<file path="src/design/generative_four_voice_sequencer_assert.svh">
// Assertion macros for the four-voice sequencer.
// Needs a clock aclk and an active-low reset aresetn in the including scope.
`ifndef GENERATIVE_FOUR_VOICE_SEQUENCER_ASSERT_SVH
`define GENERATIVE_FOUR_VOICE_SEQUENCER_ASSERT_SVH

// same-cycle implication
`define GFVS_ASSERT_IMP(lbl, ante, cons, msg) \
    lbl: assert property (@(posedge aclk) disable iff (!aresetn) (ante) |-> (cons)) \
        else $error(msg);

// next-cycle implication
`define GFVS_ASSERT_NXT(lbl, ante, cons, msg) \
    lbl: assert property (@(posedge aclk) disable iff (!aresetn) (ante) |=> (cons)) \
        else $error(msg);

`endif

</file>
<file path="src/design/gfvs_pkg.sv">
// Shared constants, preset tables and unit interface types of the sequencer.
// No dependencies.
package gfvs_pkg;

    localparam int VOICE_COUNT = 4;
    localparam int TRACK_COUNT = 4;
    localparam int SCALE_STEPS = 12;

    localparam logic [2:0] CFG_LENGTH  = 3'd0;
    localparam logic [2:0] CFG_ALGO_X  = 3'd1;
    localparam logic [2:0] CFG_ALGO_Y  = 3'd2;
    localparam logic [2:0] CFG_SHIFT   = 3'd3;
    localparam logic [2:0] CFG_SPACE   = 3'd4;
    localparam logic [2:0] CFG_SCALE_A = 3'd5;
    localparam logic [2:0] CFG_SCALE_B = 3'd6;

    localparam logic [3:0] GATE_ROWS [16][4] = '{
        '{4'h1, 4'h2, 4'h4, 4'h8}, '{4'h3, 4'h2, 4'h5, 4'h8},
        '{4'h3, 4'h6, 4'hD, 4'h8}, '{4'h7, 4'h6, 4'hD, 4'h9},
        '{4'h7, 4'h5, 4'hD, 4'hA}, '{4'hF, 4'h5, 4'hE, 4'hA},
        '{4'hD, 4'hD, 4'hA, 4'hB}, '{4'hD, 4'h8, 4'h6, 4'hD},
        '{4'h9, 4'hC, 4'hE, 4'h7}, '{4'hC, 4'h5, 4'h6, 4'h7},
        '{4'hC, 4'h6, 4'h6, 4'hC}, '{4'h5, 4'hA, 4'h6, 4'hD},
        '{4'h5, 4'h9, 4'h6, 4'h5}, '{4'h6, 4'h5, 4'h6, 4'hD},
        '{4'hC, 4'h3, 4'h6, 4'hC}, '{4'h9, 4'h2, 4'h5, 4'h8}
    };

    localparam logic [3:0] SPACE_ROWS [16] = '{
        4'h0, 4'h1, 4'h2, 4'h4, 4'h8, 4'h3, 4'h5, 4'h9,
        4'h6, 4'hA, 4'hC, 4'h7, 4'hB, 4'hD, 4'hE, 4'hF
    };

    localparam logic [2:0] TRACK_WEIGHT [4] = '{3'd1, 3'd2, 3'd4, 3'd7};

    typedef struct packed {
        logic       start;
        logic [5:0] dividend;
        logic [3:0] divisor;
    } dm_req_t;

    typedef struct packed {
        logic       busy;
        logic       done;
        logic [5:0] quot;
        logic [3:0] rem;
    } dm_rsp_t;

endpackage

</file>
<file path="src/design/gfvs_divmod.sv">
// Shared restoring divider, one quotient bit per cycle.
// Depends on gfvs_pkg for the request and response types.
module gfvs_divmod (
    input  logic              aclk,
    input  logic              aresetn,
    input  gfvs_pkg::dm_req_t req,
    output gfvs_pkg::dm_rsp_t rsp
);

    logic       busy_reg;
    logic       done_reg;
    logic [2:0] cnt_reg;
    logic [5:0] quot_reg;
    logic [3:0] rem_reg;
    logic [3:0] dvsr_reg;
    logic [4:0] trial;
    logic       fits;

    assign trial = {rem_reg, quot_reg[5]};
    assign fits  = trial >= {1'b0, dvsr_reg};

    always_ff @(posedge aclk) begin
        if (!aresetn) begin
            busy_reg <= 1'b0;
            done_reg <= 1'b0;
            cnt_reg  <= '0;
        end else begin
            done_reg <= 1'b0;
            if (req.start && !busy_reg) begin
                busy_reg <= 1'b1;
                cnt_reg  <= 3'd6;
                quot_reg <= req.dividend;
                rem_reg  <= '0;
                dvsr_reg <= req.divisor;
            end else if (busy_reg) begin
                rem_reg  <= fits ? 4'(trial - {1'b0, dvsr_reg}) : trial[3:0];
                quot_reg <= {quot_reg[4:0], fits};
                cnt_reg  <= cnt_reg - 3'd1;
                if (cnt_reg == 3'd1) begin
                    busy_reg <= 1'b0;
                    done_reg <= 1'b1;
                end
            end
        end
    end

    assign rsp.busy = busy_reg;
    assign rsp.done = done_reg;
    assign rsp.quot = quot_reg;
    assign rsp.rem  = rem_reg;

endmodule

</file>
<file path="src/design/generative_four_voice_sequencer.sv">
// Each accepted tick runs through divider passes and scale scans, and output stalls lengthen
// its work; with an empty scale the per-voice divider passes and scale scans are skipped.
// A new tick is taken only once the last is through: s_tready is low while a tick is in work.
// Four results follow per tick, one per voice, each held in the output register until taken.
// Reset (aresetn, synchronous): counters and voice state cleared, change flags set, scale A,
// length 8 and other config registers zero. Uses gfvs_pkg, gfvs_divmod and the assertion header.
`include "generative_four_voice_sequencer_assert.svh"

module generative_four_voice_sequencer (
    input  logic        aclk,
    input  logic        aresetn,
    input  logic        cfg_we,
    input  logic [2:0]  cfg_addr,
    input  logic [11:0] cfg_wdata,
    input  logic        s_tvalid,
    output logic        s_tready,
    input  logic [7:0]  s_tdata,   // reset_flag, toggle_scale, zero fill
    output logic        m_tvalid,
    input  logic        m_tready,
    output logic [15:0] m_tdata,   // voice_index[1:0], semitone[5:2], octave[7:6],
                                   // gate_trigger, space_muted, mod_gate, mod_level[13:11],
                                   // cycle_restart, zero fill
    output logic        m_tlast    // last_voice
);

    typedef enum logic [10:0] {
        ST_IDLE     = 11'b00000000001,
        ST_PH_START = 11'b00000000010,
        ST_PH_WAIT  = 11'b00000000100,
        ST_ON_START = 11'b00000001000,
        ST_ON_WAIT  = 11'b00000010000,
        ST_GATE     = 11'b00000100000,
        ST_POP      = 11'b00001000000,
        ST_V_START  = 11'b00010000000,
        ST_V_WAIT   = 11'b00100000000,
        ST_SCAN     = 11'b01000000000,
        ST_EMIT     = 11'b10000000000
    } state_t;

    state_t      state_reg;
    logic [5:0]  len_reg;
    logic [6:0]  algo_x_reg;
    logic [6:0]  algo_y_reg;
    logic [3:0]  shift_reg;
    logic [3:0]  space_pat_reg;
    logic [11:0] scale_a_reg;
    logic [11:0] scale_b_reg;

    logic [4:0]  step_reg;
    logic [3:0]  space_reg;
    logic        sel_scale_reg;
    logic        restart_reg;
    logic [3:0]  gate_on_reg;
    logic [3:0]  gate_chg_reg;
    logic [5:0]  note_reg [4];
    logic [2:0]  div_reg [4];
    logic [2:0]  ph_reg [4];
    logic [3:0]  on_reg;
    logic [1:0]  idx_reg;
    logic [3:0]  bit_reg;
    logic [3:0]  count_reg;
    logic [3:0]  seen_reg;
    logic        found_reg;
    logic [3:0]  semi_reg;
    logic [3:0]  k_reg;

    logic        m_tvalid_reg;
    logic [15:0] m_tdata_reg;
    logic        m_tlast_reg;

    gfvs_pkg::dm_req_t dm_req;
    gfvs_pkg::dm_rsp_t dm_rsp;

    gfvs_divmod u_divmod (
        .aclk    (aclk),
        .aresetn (aresetn),
        .req     (dm_req),
        .rsp     (dm_rsp)
    );

    logic        s_hs;
    logic [2:0]  div_new [4];
    logic [5:0]  len_eff;
    logic [3:0]  shift_eff;
    logic [11:0] smask;
    logic [2:0]  won [4];
    logic [3:0]  gmask;
    logic [3:0]  gword;
    logic        gchg;
    logic [5:0]  note_new;
    logic [4:0]  mod_raw [4];
    logic [4:0]  mod_dec;
    logic [2:0]  mod_lvl;
    logic [1:0]  octave;
    logic        space_mute;
    logic [4:0]  ph_num;
    logic [1:0]  idx_p1;
    logic [1:0]  idx_p2;
    logic [1:0]  idx_p3;

    assign s_hs      = s_tvalid && s_tready;
    assign s_tready  = (state_reg == ST_IDLE);
    assign len_eff   = (len_reg == 6'd0) ? 6'd1 : ((len_reg > 6'd32) ? 6'd32 : len_reg);
    assign shift_eff = (shift_reg > 4'd12) ? 4'd12 : shift_reg;
    assign smask     = sel_scale_reg ? scale_b_reg : scale_a_reg;
    assign idx_p1    = idx_reg + 2'd1;
    assign idx_p2    = idx_reg + 2'd2;
    assign idx_p3    = idx_reg + 2'd3;

    always_comb begin
        div_new[0] = {1'b0, algo_x_reg[1:0]} + 3'd1;
        for (int i = 1; i < gfvs_pkg::TRACK_COUNT; i++) begin
            div_new[i] = algo_x_reg[i + 2] ? div_new[i - 1] + 3'd1 : div_new[i - 1] - 3'd1;
            if (div_new[i] == 3'd0) begin
                div_new[i] = 3'(i + 2);
            end
        end
    end

    always_comb begin
        unique case (idx_reg)
            2'd0:    ph_num = 5'd0;
            2'd1:    ph_num = {2'b0, algo_x_reg[2:1], 1'b0} + 5'd1;
            2'd2:    ph_num = {1'b0, algo_x_reg[3:2], 2'b0} + 5'd2;
            default: ph_num = {algo_x_reg[4:3], 3'b0} + 5'd3;
        endcase
    end

    always_comb begin
        for (int i = 0; i < gfvs_pkg::TRACK_COUNT; i++) begin
            won[i] = on_reg[i] ? gfvs_pkg::TRACK_WEIGHT[i] : 3'd0;
        end
    end

    // gate and note of voice idx_reg
    always_comb begin
        logic [3:0] m;
        logic       prev;
        m = gfvs_pkg::GATE_ROWS[algo_y_reg[6:3]][idx_reg];
        if (m == 4'd0) begin
            m = 4'h5;
        end
        unique case (idx_reg)
            2'd0:    gmask = m;
            2'd1:    gmask = {m[0], m[3:1]};
            2'd2:    gmask = {m[1:0], m[3:2]};
            default: gmask = {m[2:0], m[3]};
        endcase
        gword = {3'b0, |(on_reg & gmask)};
        if (algo_y_reg[0]) begin
            gword = gword ^ {2'b0, on_reg[idx_reg], 1'b0};
        end
        if (algo_y_reg[1]) begin
            gword = gword ^ {1'b0, on_reg[idx_p2], 2'b0};
        end
        if (algo_y_reg[2]) begin
            gword = gword ^ {on_reg[idx_p3], 3'b0};
        end
        prev = &(gate_chg_reg[2:0] & gate_on_reg[2:0]);
        if (idx_reg == 2'd3 && prev) begin
            gword = 4'd0;
        end
        gchg = gword != {3'b0, gate_on_reg[idx_reg]};

        note_new = 6'd0;
        for (int i = 0; i < gfvs_pkg::TRACK_COUNT; i++) begin
            if (algo_y_reg[i + 3]) begin
                note_new = note_new + {3'b0, won[i]};
            end
        end
        if (algo_y_reg[0]) begin
            note_new = note_new + {3'b0, won[idx_p1]};
        end
        if (algo_y_reg[1]) begin
            note_new = note_new + {3'b0, won[idx_p2]};
        end
        if (algo_y_reg[2]) begin
            note_new = note_new + {3'b0, won[idx_p3]};
        end
        note_new = note_new + {2'b0, shift_eff};
        if (shift_eff > 4'd6) begin
            note_new = note_new + {4'b0, idx_reg};
        end
    end

    always_comb begin
        logic [1:0] o0, o1, o2, o3;
        o0 = {1'b0, on_reg[0]};
        o1 = {1'b0, on_reg[1]};
        o2 = {1'b0, on_reg[2]};
        o3 = {1'b0, on_reg[3]};
        mod_raw[0] = 5'(won[0]) + 5'(won[1]) + 5'(won[2]) + 5'(won[3]) + 5'(won[0]);
        mod_raw[1] = 5'(2'(o3 + o2)) * 5'd2 + 5'(2'(o0 + o2)) * 5'd4;
        mod_raw[2] = 5'(2'(o2 + o1)) + 5'(2'(o0 + o3)) * 5'd7;
        mod_raw[3] = 5'(2'(o1 + o2)) * 5'd2 + 5'(2'(o2 + o3)) * 5'd4
                   + 5'(2'(o3 + o2)) * 5'd7;
        if (mod_raw[idx_reg] >= 5'd20) begin
            mod_dec = mod_raw[idx_reg] - 5'd20;
        end else if (mod_raw[idx_reg] >= 5'd10) begin
            mod_dec = mod_raw[idx_reg] - 5'd10;
        end else begin
            mod_dec = mod_raw[idx_reg];
        end
        mod_lvl = mod_dec[2:0];
    end

    assign octave = (note_reg[idx_reg] >= 6'd24) ? 2'd2 :
                    ((note_reg[idx_reg] >= 6'd12) ? 2'd1 : 2'd0);
    assign space_mute = |(gfvs_pkg::SPACE_ROWS[space_pat_reg | {2'b0, idx_reg}] & space_reg);

    always_comb begin
        dm_req.start    = 1'b0;
        dm_req.dividend = 6'd0;
        dm_req.divisor  = {1'b0, div_reg[idx_reg]};
        unique case (state_reg)
            ST_PH_START: begin
                dm_req.start    = 1'b1;
                dm_req.dividend = {1'b0, ph_num};
            end
            ST_ON_START: begin
                dm_req.start    = 1'b1;
                dm_req.dividend = {1'b0, step_reg} + {3'b0, ph_reg[idx_reg]};
            end
            ST_V_START: begin
                dm_req.start    = (count_reg != 4'd0);
                dm_req.dividend = note_reg[idx_reg];
                dm_req.divisor  = count_reg;
            end
            default: begin
            end
        endcase
    end

    always_ff @(posedge aclk) begin
        if (!aresetn) begin
            state_reg     <= ST_IDLE;
            len_reg       <= 6'd8;
            algo_x_reg    <= '0;
            algo_y_reg    <= '0;
            shift_reg     <= '0;
            space_pat_reg <= '0;
            scale_a_reg   <= '0;
            scale_b_reg   <= '0;
            step_reg      <= '0;
            space_reg     <= '0;
            sel_scale_reg <= 1'b0;
            restart_reg   <= 1'b0;
            gate_on_reg   <= '0;
            gate_chg_reg  <= '1;
            for (int i = 0; i < gfvs_pkg::VOICE_COUNT; i++) begin
                note_reg[i] <= '0;
            end
            idx_reg       <= '0;
            m_tvalid_reg  <= 1'b0;
        end else begin
            if (cfg_we) begin
                unique case (cfg_addr)
                    gfvs_pkg::CFG_LENGTH:  len_reg       <= cfg_wdata[5:0];
                    gfvs_pkg::CFG_ALGO_X:  algo_x_reg    <= cfg_wdata[6:0];
                    gfvs_pkg::CFG_ALGO_Y:  algo_y_reg    <= cfg_wdata[6:0];
                    gfvs_pkg::CFG_SHIFT:   shift_reg     <= cfg_wdata[3:0];
                    gfvs_pkg::CFG_SPACE:   space_pat_reg <= cfg_wdata[3:0];
                    gfvs_pkg::CFG_SCALE_A: scale_a_reg   <= cfg_wdata;
                    gfvs_pkg::CFG_SCALE_B: scale_b_reg   <= cfg_wdata;
                    default: begin
                    end
                endcase
            end

            if (state_reg == ST_EMIT && (!m_tvalid_reg || m_tready)) begin
                m_tvalid_reg <= 1'b1;
            end else if (m_tready) begin
                m_tvalid_reg <= 1'b0;
            end

            unique case (state_reg)
                ST_IDLE: begin
                    if (s_hs) begin
                        sel_scale_reg <= sel_scale_reg ^ s_tdata[1];
                        for (int i = 0; i < gfvs_pkg::TRACK_COUNT; i++) begin
                            div_reg[i] <= div_new[i];
                        end
                        ph_reg[0] <= {1'b0, algo_x_reg[6:5]};
                        if (s_tdata[0]) begin
                            step_reg    <= '0;
                            space_reg   <= '0;
                            restart_reg <= 1'b1;
                        end else begin
                            space_reg <= space_reg + 4'd1;
                            if ({1'b0, step_reg} + 6'd1 >= len_eff) begin
                                step_reg    <= '0;
                                restart_reg <= 1'b1;
                            end else begin
                                step_reg    <= step_reg + 5'd1;
                                restart_reg <= 1'b0;
                            end
                        end
                        idx_reg   <= 2'd1;
                        state_reg <= ST_PH_START;
                    end
                end
                ST_PH_START: state_reg <= ST_PH_WAIT;
                ST_PH_WAIT: begin
                    if (dm_rsp.done) begin
                        ph_reg[idx_reg] <= dm_rsp.rem[2:0];
                        idx_reg         <= idx_p1;
                        state_reg       <= (idx_reg == 2'd3) ? ST_ON_START : ST_PH_START;
                    end
                end
                ST_ON_START: state_reg <= ST_ON_WAIT;
                ST_ON_WAIT: begin
                    if (dm_rsp.done) begin
                        on_reg[idx_reg] <= dm_rsp.quot[0];
                        idx_reg         <= idx_p1;
                        state_reg       <= (idx_reg == 2'd3) ? ST_GATE : ST_ON_START;
                    end
                end
                ST_GATE: begin
                    gate_chg_reg[idx_reg] <= gchg;
                    gate_on_reg[idx_reg]  <= gword != 4'd0;
                    if (gchg) begin
                        note_reg[idx_reg] <= note_new;
                    end
                    idx_reg   <= idx_p1;
                    bit_reg   <= '0;
                    count_reg <= '0;
                    if (idx_reg == 2'd3) begin
                        state_reg <= ST_POP;
                    end
                end
                ST_POP: begin
                    count_reg <= count_reg + {3'b0, smask[bit_reg]};
                    bit_reg   <= bit_reg + 4'd1;
                    if (bit_reg == 4'(gfvs_pkg::SCALE_STEPS - 1)) begin
                        idx_reg   <= 2'd0;
                        state_reg <= ST_V_START;
                    end
                end
                ST_V_START: begin
                    semi_reg  <= '0;
                    state_reg <= (count_reg == 4'd0) ? ST_EMIT : ST_V_WAIT;
                end
                ST_V_WAIT: begin
                    if (dm_rsp.done) begin
                        k_reg     <= dm_rsp.rem;
                        bit_reg   <= '0;
                        seen_reg  <= '0;
                        found_reg <= 1'b0;
                        state_reg <= ST_SCAN;
                    end
                end
                ST_SCAN: begin
                    if (smask[bit_reg]) begin
                        if (seen_reg == k_reg && !found_reg) begin
                            semi_reg  <= bit_reg;
                            found_reg <= 1'b1;
                        end
                        seen_reg <= seen_reg + 4'd1;
                    end
                    bit_reg <= bit_reg + 4'd1;
                    if (bit_reg == 4'(gfvs_pkg::SCALE_STEPS - 1)) begin
                        state_reg <= ST_EMIT;
                    end
                end
                ST_EMIT: begin
                    if (!m_tvalid_reg || m_tready) begin
                        m_tlast_reg  <= (idx_reg == 2'd3);
                        m_tdata_reg  <= {1'b0, restart_reg, mod_lvl, on_reg[idx_reg],
                                         space_mute,
                                         (count_reg != 4'd0) && gate_chg_reg[idx_reg],
                                         (count_reg != 4'd0) ? octave : 2'd0,
                                         semi_reg, idx_reg};
                        idx_reg      <= idx_p1;
                        state_reg    <= (idx_reg == 2'd3) ? ST_IDLE : ST_V_START;
                    end
                end
                default: state_reg <= ST_IDLE;
            endcase
        end
    end

    assign m_tvalid = m_tvalid_reg;
    assign m_tdata  = m_tdata_reg;
    assign m_tlast  = m_tlast_reg;

    `GFVS_ASSERT_IMP(a_last_is_voice3, m_tvalid, m_tlast == (m_tdata[1:0] == 2'd3), "tlast off voice 3")
    `GFVS_ASSERT_IMP(a_idle_div_free, s_tready, !dm_rsp.busy, "divider busy while idle")
    `GFVS_ASSERT_NXT(a_busy_after_take, s_tvalid && s_tready, !s_tready, "ready after transaction")

endmodule

</file>
<file path="config.mk">
export PLATFORM = sky130hd
export DESIGN_NAME = generative_four_voice_sequencer
export DESIGN_NICKNAME = d
export VERILOG_FILES = /design/src/design/gfvs_pkg.sv /design/src/design/gfvs_divmod.sv /design/src/design/generative_four_voice_sequencer.sv
export VERILOG_INCLUDE_DIRS = /design/src /design/src/design
export SDC_FILE = /design/constraint.sdc
export NUM_CORES = 1
export LEC_CHECK = 0
export BUFFER_PORTS_ARGS = -buffer_cell sky130_fd_sc_hd__buf_2
export CAP_MARGIN = 10
export CORE_MARGIN = 3
export CORE_UTILIZATION = 40
export CTS_CLUSTER_SIZE = 30
export DETAILED_ROUTE_END_ITERATION = 10
export SLEW_MARGIN = 20
export SYNTH_ARGS = -nofsm -noshare
export SYNTH_HDL_FRONTEND = slang
export SYNTH_SLANG_ARGS = --single-unit
</file>
<file path="constraint.sdc">
create_clock -name aclk -period 8.7 [get_ports aclk]
set_input_delay 1.305 -clock aclk [delete_from_list [all_inputs] [get_ports aclk]]
set_output_delay 1.305 -clock aclk [all_outputs]
set_load 0.03 [all_outputs]
</file>
* Word-level counts from Yosys, hierarchy flattened
Memory sizes are Yosys's and may differ from the RTL's. A register that Yosys moved wholly into a read port is not among the register bits.
Cells that the tools add are included.
** Cells by class
- Add/sub/neg operators :: 44
- Multipliers :: 2
- Magnitude comparators :: 20
- Equal/unequal tests :: 35
- Multiplexer cells :: 143
- Bitwise operators :: 17
- Reduce and logical (&&, ||, !) cells :: 58
** Operators with widths (number)
- one-hot mux 11 bit (11 select lines) :: 1
- two-way mux 11 bit :: 9
- two-way mux 6 bit :: 13
- two-way mux 4 bit :: 17
- two-way mux 3 bit :: 20
- two-way mux 1 bit :: 36
- two-way mux 16 bit :: 2
- adder 6 x 3 -> 6 bit :: 5
- two-way mux 2 bit :: 15
- one-hot mux 4 bit (2 select lines) :: 3
- one-hot mux 4 bit (3 select lines) :: 2
- AND reduction 2 bit :: 11
- one-hot mux 7 bit (3 select lines) :: 1
- two-way mux 5 bit :: 4
- binary-select mux 3 bit (select 2 bit) :: 3
- greater-or-equal comparator 5 bit, second input constant :: 3
- one-hot mux 5 bit (3 select lines) :: 1
- AND reduction 3 bit :: 5
- adder 4 x 1 -> 4 bit, second input constant :: 3
- adder 6 x 2 -> 6 bit :: 2
- bitwise mux 4 bit :: 3
- greater-or-equal comparator 3 bit, second input constant :: 4
- zero test 3 bit :: 4
- two-way mux 12 bit :: 1
- 92 further kinds :: 151
** Storage, ports and cells
- Bits in registers :: 145
- Bits in writable memories :: 48
- ROM bits :: 320
- Input bits :: 28
- Output and inout port bits :: 19
- Word-level logic and storage cells :: 359
- Memories kept :: 5
** Memories
- (no name shown) :: words 16, bits a word 16, rd ports 1, clocked after memory_dff 0, write ports 0, RTL line generative_four_voice_sequencer.sv:139 : m = gfvs_pkg::GATE_ROWS[algo_y_reg[6:3]][idx_reg];
- (no name shown) :: words 16, bits a word 4, rd ports 1, clocked after memory_dff 0, write ports 0, RTL line generative_four_voice_sequencer.sv:209 : assign space_mute = |(gfvs_pkg::SPACE_ROWS[space_pat_reg | {2'b0, idx_reg}] & space_reg);
- note_reg :: words 4, bits a word 6, rd ports 1, clocked after memory_dff 1, write ports 4, RTL line generative_four_voice_sequencer.sv:55 : logic [5:0] note_reg [4];
- div_reg :: words 4, bits a word 3, rd ports 1, clocked after memory_dff 1, write ports 4, RTL line generative_four_voice_sequencer.sv:56 : logic [2:0] div_reg [4];
- ph_reg :: words 4, bits a word 3, rd ports 1, clocked after memory_dff 1, write ports 1, RTL line generative_four_voice_sequencer.sv:57 : logic [2:0] ph_reg [4];

* Depth between registers and ports, before layout
Gate-level depths: netlist of the first run.
- Depth in word-level cells :: 26
- Depth in mapped cells :: 29
- Gate-level depth less buffers :: 28

* By module
Synthesis of the first run repeated with hierarchy kept, for this count alone.
** Second synthesis, totals
- Cells, all modules :: 1204
- Area, all modules :: 12045.3 um^2
** By module, submodules not included
- generative_four_voice_sequencer :: times used 1, cells an instance 1112, area each 11026.8 um^2, seq. area each 4414.2 um^2
- gfvs_divmod :: times used 1, cells an instance 92, area each 1018.5 um^2, seq. area each 520.5 um^2

* Least setup slack after synthesis of the first run
Ideal clock, no wire load.
- Path kind :: flip-flop to flip-flop
- From :: register idx_reg[0]
- To :: memory note_reg[0][5] (data pin)
- Library setup time :: 269 ps
- Arrival :: 6046 ps
- Path slack :: 2384 ps
- Stages on the path, launching flop included :: 27
- Buffers on the path :: 5
- Cell sequence :: dfxtp_1 buf_6 buf_2 buf_2 buf_1 clkbuf_1 nand2_1 o22ai_1 ha_1 fa_1 mux2i_1 fa_1 mux2i_1 fa_1 mux2_2 inv_1 fa_1 inv_1 ha_1 a21oi_1 nor3_1 nor2b_1 maj3_1 nand2_1 o211ai_1 xnor2_1 nor4_1
** RTL lines
- start, declared :: RTL line generative_four_voice_sequencer.sv:59 : logic [1:0] idx_reg;
- start signal, assigned :: RTL line generative_four_voice_sequencer.sv:306 : idx_reg <= idx_p1;
- start signal, assigned :: RTL line generative_four_voice_sequencer.sv:314 : idx_reg <= idx_p1;
- start signal, assigned :: RTL line generative_four_voice_sequencer.sv:324 : idx_reg <= idx_p1;
- end, declared :: RTL line generative_four_voice_sequencer.sv:55

==> out/metrics.csv, run 1 <==
metric;value;unit
hold_ws;420;ps
CP delay by family, top;adder cells;
gr usage total;18.3;%
Max Clock Freq;142;MHz
core box area;29000;sq um
Synth Cell Area;11900;sq um
grt ovf;0;
Clk pwr share;33.2;%
Clock Latency Late Sink;450;ps
clock transition at the registers of the reported paths;80;ps
final setup fails;0;
Hold Crit Depth;0;
Lkg Pwr;4.98;nW
asr flop ratio synth;0;%
outcome;finished, final reports clean;
Crit Path Category;flip-flop to flip-flop;
Fin. Hold Viols;0;
R2R setup slack;1680;ps
Port-buffer cells;39;
Slew @ Worst Pin;1000;ps
RR Endpoint;note_reg[0][5];
H-tree levels;4;
P&R area growth vs syn;9.81;%
Vias;8918;
IO Count;47;
starting density of the core;41.0;%
Critical Path Max Stage Delay;770;ps
min Tclk post-route;7020;ps
worst hold endpoint;m_tdata[5];
FP Rows;62;
post-synth cell types;84;
Syn. warnings;0;
CP arrival;7190;ps
Top FF cell, synth;edfxtp_1;
Die Height;178;um
Comb pwr share;23.1;%
most used cell, CP;fa_1;
Clock Skew;23.5;ps
Net Count, Synth;1305;
wire per inst;17.9;um
diode count;0;
setup fix buffers added after clock tree synthesis;0;
top cells by count, synth;130 x nor2_1, 128 x nand2_1, 103 x edfxtp_1;
DRT Wirelength;28.6;mm
post_cts resized;0;
HPWL after DPL;20.5;mm
worst r2r src;on_reg[3];
Sw Ratio;33.4;%
Worst setup EP type;flip-flop;
TritonCTS Buffers;17;
Int Pwr;1.62;mW
crit path max fanout;16;
cells after synthesis;1185;
layout cells sized above 1;13.5;%
startpoint types;flip-flop;
relative slew slack;33.0;%
CTS tree;yes;
Seq/Total Area, Yosys;41.5;%
initial antenna violation count;0;
placed cell count;1564;
hold wc startpoint;semi_reg[3];
Initial DRC Count;620;
r2r worst-path depth;21;
most common cell in the synthesized netlist;nor2_1;
mean area per synthesized cell;10.0;sq um
RSZ-0062 raised after global routing;no;
Clock Tree Buf Depth;2;
die area;31800;sq um
flops & latches, synth;195;
crit path buf inv count;3;
setup TNS;0;ps
Routed Antenna Nets;0;
Synth area leader;edfxtp_1;
fillcell total;2784;
post-synth top area share;26.0;%
P per Cell Area;186;nW/um^2
DRC violations left;0;
crit path cell chain;inv_1 > fa_1 > mux2i_1 > fa_1 > mux2i_1 > fa_1 > mux2i_1 > fa_1 > mux2_2 > inv_1 > fa_1 > inv_1 > ha_1 > a21oi_1 > nor3_1 > nor2b_1 > maj3_1 > nand2_1 > o211ai_1 > xnor2_1 > nor4_1;
largest net degree at the start of global routing;86;
Final Non-Filler Cells;1596;
vias per cell;5.59;
max reg flops;24;
vias in the first global route;8444;
Post-synth EDFFs;103;
first-pass GRT wire length;45.9;mm
largest cells by area after synthesis;edfxtp_1 26%, dfxtp_1 16%, ha_1 8.1%;
Net Sw Power;813;uW
Placer Congestion;0.851;
CTS Hold Bufs;0;
VDD IR max;0.000125;V
Clock Root Buffer;clkbuf_16;
Seq pwr share;43.7;%
slowest cell on the critical path;edfxtp_1;
DIE WIDTH;178;um
clock sink total;195;
max-slew violation count;0;
worst path required time;8860;ps
worst min-delay path category;flip-flop to flip-flop;
Final Net Count;1319;
Final period util;80.7;%
drt first pass iters;7;
total of max-cap violations;0;
-- worst max path at each step --
stage	start	endpoint	slack [ps]	cells after the start
3_5_place_dp	on_reg[3]	note_reg[0][5]	1680	21
3_3_place_gp	on_reg[3]	note_reg[0][5]	1830	21
4_1_cts	on_reg[3]	note_reg[0][5]	1680	21
2_1_floorplan	idx_reg[0]	note_reg[0][5]	2380	26
5_1_grt	on_reg[3]	note_reg[0][5]	1220	21
6_report	on_reg[3]	note_reg[0][5]	1680	21
-- per-layer routing --
layer	global-route usage (%)	part of all wire, %	up-vias
met1	25.9	48	4298
li1	-	-	4350
met2	29.4	46	244
met5	0	0	-
met4	4.38	1.3	0
met3	2.94	4.2	26
-- through the flow --
stage          setup WS [ps]  total power [mW]  area [sq um]  util (%)
5_1_grt                 1220              2.55         13000      45.0
6_report                1680              2.43         13000      45.0
3_3_place_gp            1830              1.63         12400      42.8
4_1_cts                 1680              2.44         13000      44.9
2_1_floorplan           2380              1.51         11900         -
3_5_place_dp            1680              1.64         12400      42.8
-- power by group through the flow --
stage          Sequential, mW  Clock (mW)  Combinational (mW)
6_report                 1.06       0.806               0.562
5_1_grt                  1.07       0.856               0.620
4_1_cts                  1.06       0.822               0.556
3_3_place_gp             1.08           0               0.546
2_1_floorplan            1.06           0               0.454
3_5_place_dp             1.08           0               0.553
-- placed cells by master (no fill, tap or decap), types with 11 or more instances in the layout --
cell type / count
nor2_1: 129
nand2_1: 128
edfxtp_1: 103
dfxtp_1: 91
ha_1: 77
a21oi_1: 74
mux2i_1: 47
inv_1: 46
buf_2: 39
o21ai_0: 32
nand3_1: 29
xnor2_1: 27
mux4_2: 24
nor3_1: 19
nand2b_1: 18
and2_1: 17
clkbuf_16: 17
a21o_1: 15
fa_1: 15
nor2b_1: 14
xor2_1: 14
buf_4: 14
mux2_2: 11
nor3_2: 11
-- final cells by class --
class	instances	area, sq um	share of cell area, %
Inverter	52	195	1.50
Multi-Input combinational cell	880	6530	50.0
Tap cell	384	480	3.68
Clock inverter	15	184	1.41
Clock buffer	17	425	3.26
Sequential cell	195	4940	37.8
Timing Repair Buffer	53	300	2.30
-- kinds of logic after synthesis --
| kind of cell | synth area share (%) |
|---|---|
| compound gates | 13.5 |
| xor+xnor | 3.02 |
| fa+ha+maj | 10.7 |
| buf+inv | 3.98 |
| flops | 41.5 |
| mux | 9.55 |
| other cells | 0.0316 |
| simple gates | 17.6 |
(Power assumes the default switching activity.)
==> inputs of run 2 (changes only) <==
clock period = 6.3 ns   (was 8.7 ns; I/O delays follow)
==> run 2 against run 1 <==
Critical path depth up 3. Sequential share of layout area down 0.63 points. Hold slack better by 4.1 ps. Via count up 0.71%. Highest routed layer unchanged. Register-to-register slack worse by 1300 ps. Routed wire length up 2.4%. Flip-flop and latch count unchanged.
==> out/metrics.csv, run 2 (synthesis results as in run 1) <==
metric;value;unit
outcome;finished, final reports clean;
vias in the first global route;8554;
Clock Skew;17.1;ps
Clock Latency Late Sink;450;ps
crit path cell chain;inv_1 > nor2_1 > ha_1 > inv_1 > fa_1 > mux2i_4 > fa_1 > mux2i_4 > fa_1 > mux2i_4 > fa_1 > mux2_2 > inv_1 > fa_2 > inv_1 > ha_1 > a21oi_1 > nor3_1 > nor2b_1 > maj3_1 > nand2_1 > o211ai_1 > xnor2_2 > nor4_1;
layout cells sized above 1;15.3;%
gr usage total;18.9;%
DIE WIDTH;178;um
final setup fails;0;
IO Count;47;
Vias;8981;
Routed Antenna Nets;0;
VDD IR max;0.000169;V
CP delay by family, top;adder cells;
P&R area growth vs syn;11.7;%
Placer Congestion;0.880;
initial antenna violation count;0;
fillcell total;2792;
clock transition at the registers of the reported paths;90;ps
Final period util;94.3;%
diode count;0;
P per Cell Area;260;nW/um^2
Final Net Count;1338;
Final Non-Filler Cells;1615;
core box area;29000;sq um
FP Rows;62;
clock sink total;195;
Clock Root Buffer;clkbuf_16;
DRT Wirelength;29.3;mm
crit path buf inv count;4;
worst min-delay path category;flip-flop to flip-flop;
first-pass GRT wire length;46.9;mm
drt first pass iters;6;
Fin. Hold Viols;0;
HPWL after DPL;21.0;mm
max-slew violation count;0;
largest net degree at the start of global routing;67;
grt ovf;0;
total of max-cap violations;0;
FF/Latch Area;4940;sq um
crit path max fanout;4;
hold_ws;424;ps
most common cell after layout, fill and taps aside;nor2_1;
RSZ-0062 raised after global routing;no;
Max Clock Freq;168;MHz
Clock Tree Buf Depth;2;
CP arrival;6130;ps
wire per inst;18.2;um
Crit Path Category;flip-flop to flip-flop;
Critical Path Max Stage Delay;480;ps
Port-buffer cells;39;
DRC violations left;0;
Die Height;178;um
relative slew slack;29.1;%
worst path required time;6490;ps
min Tclk post-route;5940;ps
multi-input combinational cell area;6570;sq um
Initial DRC Count;711;
CTS tree;yes;
placed cell count;1577;
max reg flops;24;
H-tree levels;4;
starting density of the core;41.0;%
Worst setup EP type;flip-flop;
die area;31800;sq um
startpoint types;flip-flop;
slowest cell on the critical path;fa_1;
vias per cell;5.56;
TritonCTS Buffers;17;
most frequent cells in the layout;129 x nor2_1, 128 x nand2_1, 103 x edfxtp_1, 91 x dfxtp_1, 77 x ha_1;
Slew @ Worst Pin;1060;ps
Lkg Pwr;5.10;nW
[run 2: metrics by stage]
| step | utilization (%) | power, mW | setup WS (ps) | instance area [sq um] | setup TNS (ps) |
|---|---|---|---|---|---|
| 2_1_floorplan | - | 2.09 | 27.6 | 11900 | 0 |
| 3_3_place_gp | 43.1 | 2.27 | 28.5 | 12500 | 0 |
| 3_5_place_dp | 43.1 | 2.28 | -65.8 | 12500 | -235 |
| 4_1_cts | 45.4 | 3.45 | 31.8 | 13200 | 0 |
| 5_1_grt | 45.7 | 3.60 | 8.92 | 13300 | 0 |
| 6_report | 45.7 | 3.44 | 357 | 13300 | 0 |
[run 2: path summary, 6_finish.rpt]
check             cells after the start  slack [ps]        start        endpoint
setup / recovery                     24         360    on_reg[0]  note_reg[0][5]
hold / removal                        0         420  semi_reg[0]      m_tdata[2]
setup reg to reg                     24         360    on_reg[0]  note_reg[0][5]
hold reg to reg                       0         420  semi_reg[0]      m_tdata[2]
[run 2: worst reg2reg max path, stage by stage (launching register included)]
cell	delay, ps
edfxtp_1	390
inv_1	90
nor2_1	50
ha_1	180
inv_1	70
fa_1	440
mux2i_4	200
fa_1	480
mux2i_4	190
fa_1	480
mux2i_4	190
fa_1	430
mux2_2	290
inv_1	80
fa_2	480
inv_1	80
ha_1	220
a21oi_1	130
nor3_1	110
nor2b_1	180
maj3_1	350
nand2_1	80
o211ai_1	130
xnor2_2	290
nor4_1	90
[run 2: per-layer routing]
metal | global-route usage (%) | wire length, um
met1 | 26.8 | 13800
met3 | 2.45 | 1540
met5 | 0 | 0
met2 | 30.6 | 13500
met4 | 5.10 | 472
[run 2: power by group]
group	total (mW)	switching (mW)	leakage (nW)	internal, mW
sequential	1.46	0.0469	1.72	1.41
clock	1.18	0.614	0.308	0.562
combinational	0.813	0.514	3.07	0.299
[run 2: area by class of cell]
type | count | share of cell area, %
sequential | 195 | 37.2
multi-input combinational | 880 | 49.5
timing repair buffer | 72 | 3.34
clock buffer | 17 | 3.21
tap | 384 | 3.62
clock inverter | 15 | 1.61
inverter | 52 | 1.47
[run 2: what timing repair did]
| action | CTS | global route |
|---|---|---|
| gates cloned | 0 | 0 |
| endpoints found under the setup margin | 4 | 7 |
| gates resized for setup | 2 | 9 |
| pin swaps | 0 | 6 |
| hold buffers | 0 | 0 |
| buffers inserted | 0 | 6 |
==> inputs of run 3 (changes only) <==
SYNTH_HIERARCHICAL = 1   (was not set)
==> run 3 against run 2 <==
Utilization about the same. Final cell count grew 0.62%. Die area grew 1.3%. Hold slack got worse by 8.1 ps. Highest routed layer unchanged. Setup slack gained 12 ps. Sequential share of layout area down 0.23 points. Non-clock buffer count decreased by 5. Combinational power increased by 3.9%. Synthesized cell count is 1.5% higher. Sequential power about the same. Register-to-register slack about the same. Fmax grew 0.20%. Largest cell class unchanged.
==> out/metrics.csv, run 3 <==
metric;value;unit
outcome;finished, final reports clean;
Vias;9078;
CTS tree;yes;
crit path max fanout;5;
Port-buffer cells;39;
H-tree levels;4;
core box area;29200;sq um
Synth Cell Area;12000;sq um
layout cells sized above 1;14.4;%
Critical Path Max Stage Delay;470;ps
HPWL after DPL;21.4;mm
worst r2r src;on_reg[0];
max-slew violation count;0;
Worst Setup SP;on_reg[0];
largest net degree at the start of global routing;73;
Final period util;94.1;%
Clock Skew;21.4;ps
DP Area;12600;sq um
P&R area growth vs syn;10.9;%
worst min-delay path category;flip-flop to flip-flop;
relative slew slack;26.5;%
FP Rows;62;
Net Count, Synth;1322;
Worst setup EP type;flip-flop;
Die Height;179;um
CTS Hold Bufs;0;
Final Net Count;1347;
final setup margin;369;ps
Crit Path Category;flip-flop to flip-flop;
most frequent cells in the layout;136 x nand2_1, 116 x nor2_1, 103 x edfxtp_1, 92 x dfxtp_1, 75 x ha_1;
vias per cell;5.59;
Final Non-Filler Cells;1625;
DIE WIDTH;179;um
TritonCTS Buffers;17;
Lkg Pwr;5.07;nW
diode count;0;
hold wc startpoint;semi_reg[2];
crit path cell chain;inv_1 > nor2_1 > ha_1 > inv_1 > fa_1 > mux2i_4 > fa_1 > mux2i_2 > fa_1 > mux2i_1 > buf_4 > fa_1 > mux2_2 > inv_1 > fa_1 > inv_1 > ha_1 > a21oi_1 > nor3_1 > o21a_1 > a32oi_1 > xor2_2 > nor4_1;
vias in the first global route;8668;
final instance area;13300;sq um
die area;32200;sq um
worst path required time;6460;ps
max reg flops;24;
DRC violations left;0;
Max Clock Freq;169;MHz
cells after synthesis;1203;
min Tclk post-route;5930;ps
DP Worst Slack;210;ps
Clock Latency Late Sink;440;ps
clock sink total;195;
Routed Antenna Nets;0;
most common cell after layout, fill and taps aside;nand2_1;
Fin. Hold Viols;0;
gr usage total;17.9;%
IO Count;47;
startpoint types;flip-flop;
slowest cell on the critical path;fa_1;
final core occ;45.8;%
first-pass GRT wire length;47.4;mm
initial antenna violation count;0;
hold_ws;416;ps
CP arrival;6090;ps
wire per inst;18.1;um
DRT Wirelength;29.5;mm
grt ovf;0;
Placer Congestion;0.876;
P per Cell Area;262;nW/um^2
placed cell count;1591;
Clock Tree Buf Depth;2;
clock transition at the registers of the reported paths;90;ps
total of max-cap violations;0;
Clock Root Buffer;clkbuf_16;
Slew @ Worst Pin;1090;ps
R2R setup slack;370;ps
final setup fails;0;
Syn. warnings;6;
drt first pass iters;5;
Initial DRC Count;752;
starting density of the core;41.3;%
most used cell, CP;fa_1;
VDD IR max;0.000177;V
mean area per synthesized cell;10.0;sq um
-- run 3: cell count changes in the layout (fill, tap and decap cells not counted), moves of 6 or more --
cell / previous run / this run
nor3_1: 20 / 14
nand2_1: 128 / 136
a21oi_1: 74 / 66
nor4_1: 10 / 34
nor2_1: 129 / 116
nor3_2: 10 / 1
o22ai_1: 7 / 1
o31ai_2: 0 / 9
-- run 3: path summary, 6_finish.rpt --
kind | end | cells past startpoint
hold reg to reg | m_tdata[4] | 0
setup / recovery | note_reg[0][5] | 23
setup reg to reg | note_reg[0][5] | 23
hold / removal | m_tdata[4] | 0
-- run 3: routing by layer --
layer	up-vias	GRT usage, %	share of wire (%)
met5	-	0	0
met4	0	3.31	0.96
met3	18	2.47	5.3
met2	249	28.3	45
met1	4386	26.7	48
li1	4425	-	-
-- run 3: layout make-up --
type                            instances  area [sq um]
Inverter                               56           210
Sequential cell                       195          4930
Clock buffer                           18           450
Tap cell                              384           480
Multi-Input combinational cell        891          6660
Fill cell                            2810         15800
Clock inverter                         14           201
Timing Repair Buffer                   67           405
-- run 3: power breakdown --
| part | internal (mW) | leakage, nW | switching (mW) |
|---|---|---|---|
| logic | 0.323 | 3.06 | 0.522 |
| clock network | 0.584 | 0.316 | 0.596 |
| registers | 1.41 | 1.69 | 0.0638 |
| total | 2.32 | 5.07 | 1.18 |
-- run 3: worst max-delay path, delay by kind of cell, from the launching register on --
family	cells	cell delay, ps
adder cells (fa/ha/maj)	7	2650
XOR/XNOR	1	250
AND/OR/NAND/NOR	3	220
flip-flops	1	410
multiplexers	4	1000
AO/OA/AOI/OAI	3	550
buffers and inverters	5	550
-- run 3: metrics by stage --
step	TNS, ps	total power, mW
final	0	3.50
after global routing	-18.9	3.66
after CTS	0	3.51
after detailed placement	0	2.34
after global placement	0	2.32
after floorplan	0	2.12
-- run 3: timing repair --
item,CTS,global route
setup buffers,0,2
resized for setup,0,9
endpoints found under the hold margin,0,0
setup endpoints to repair,0,8
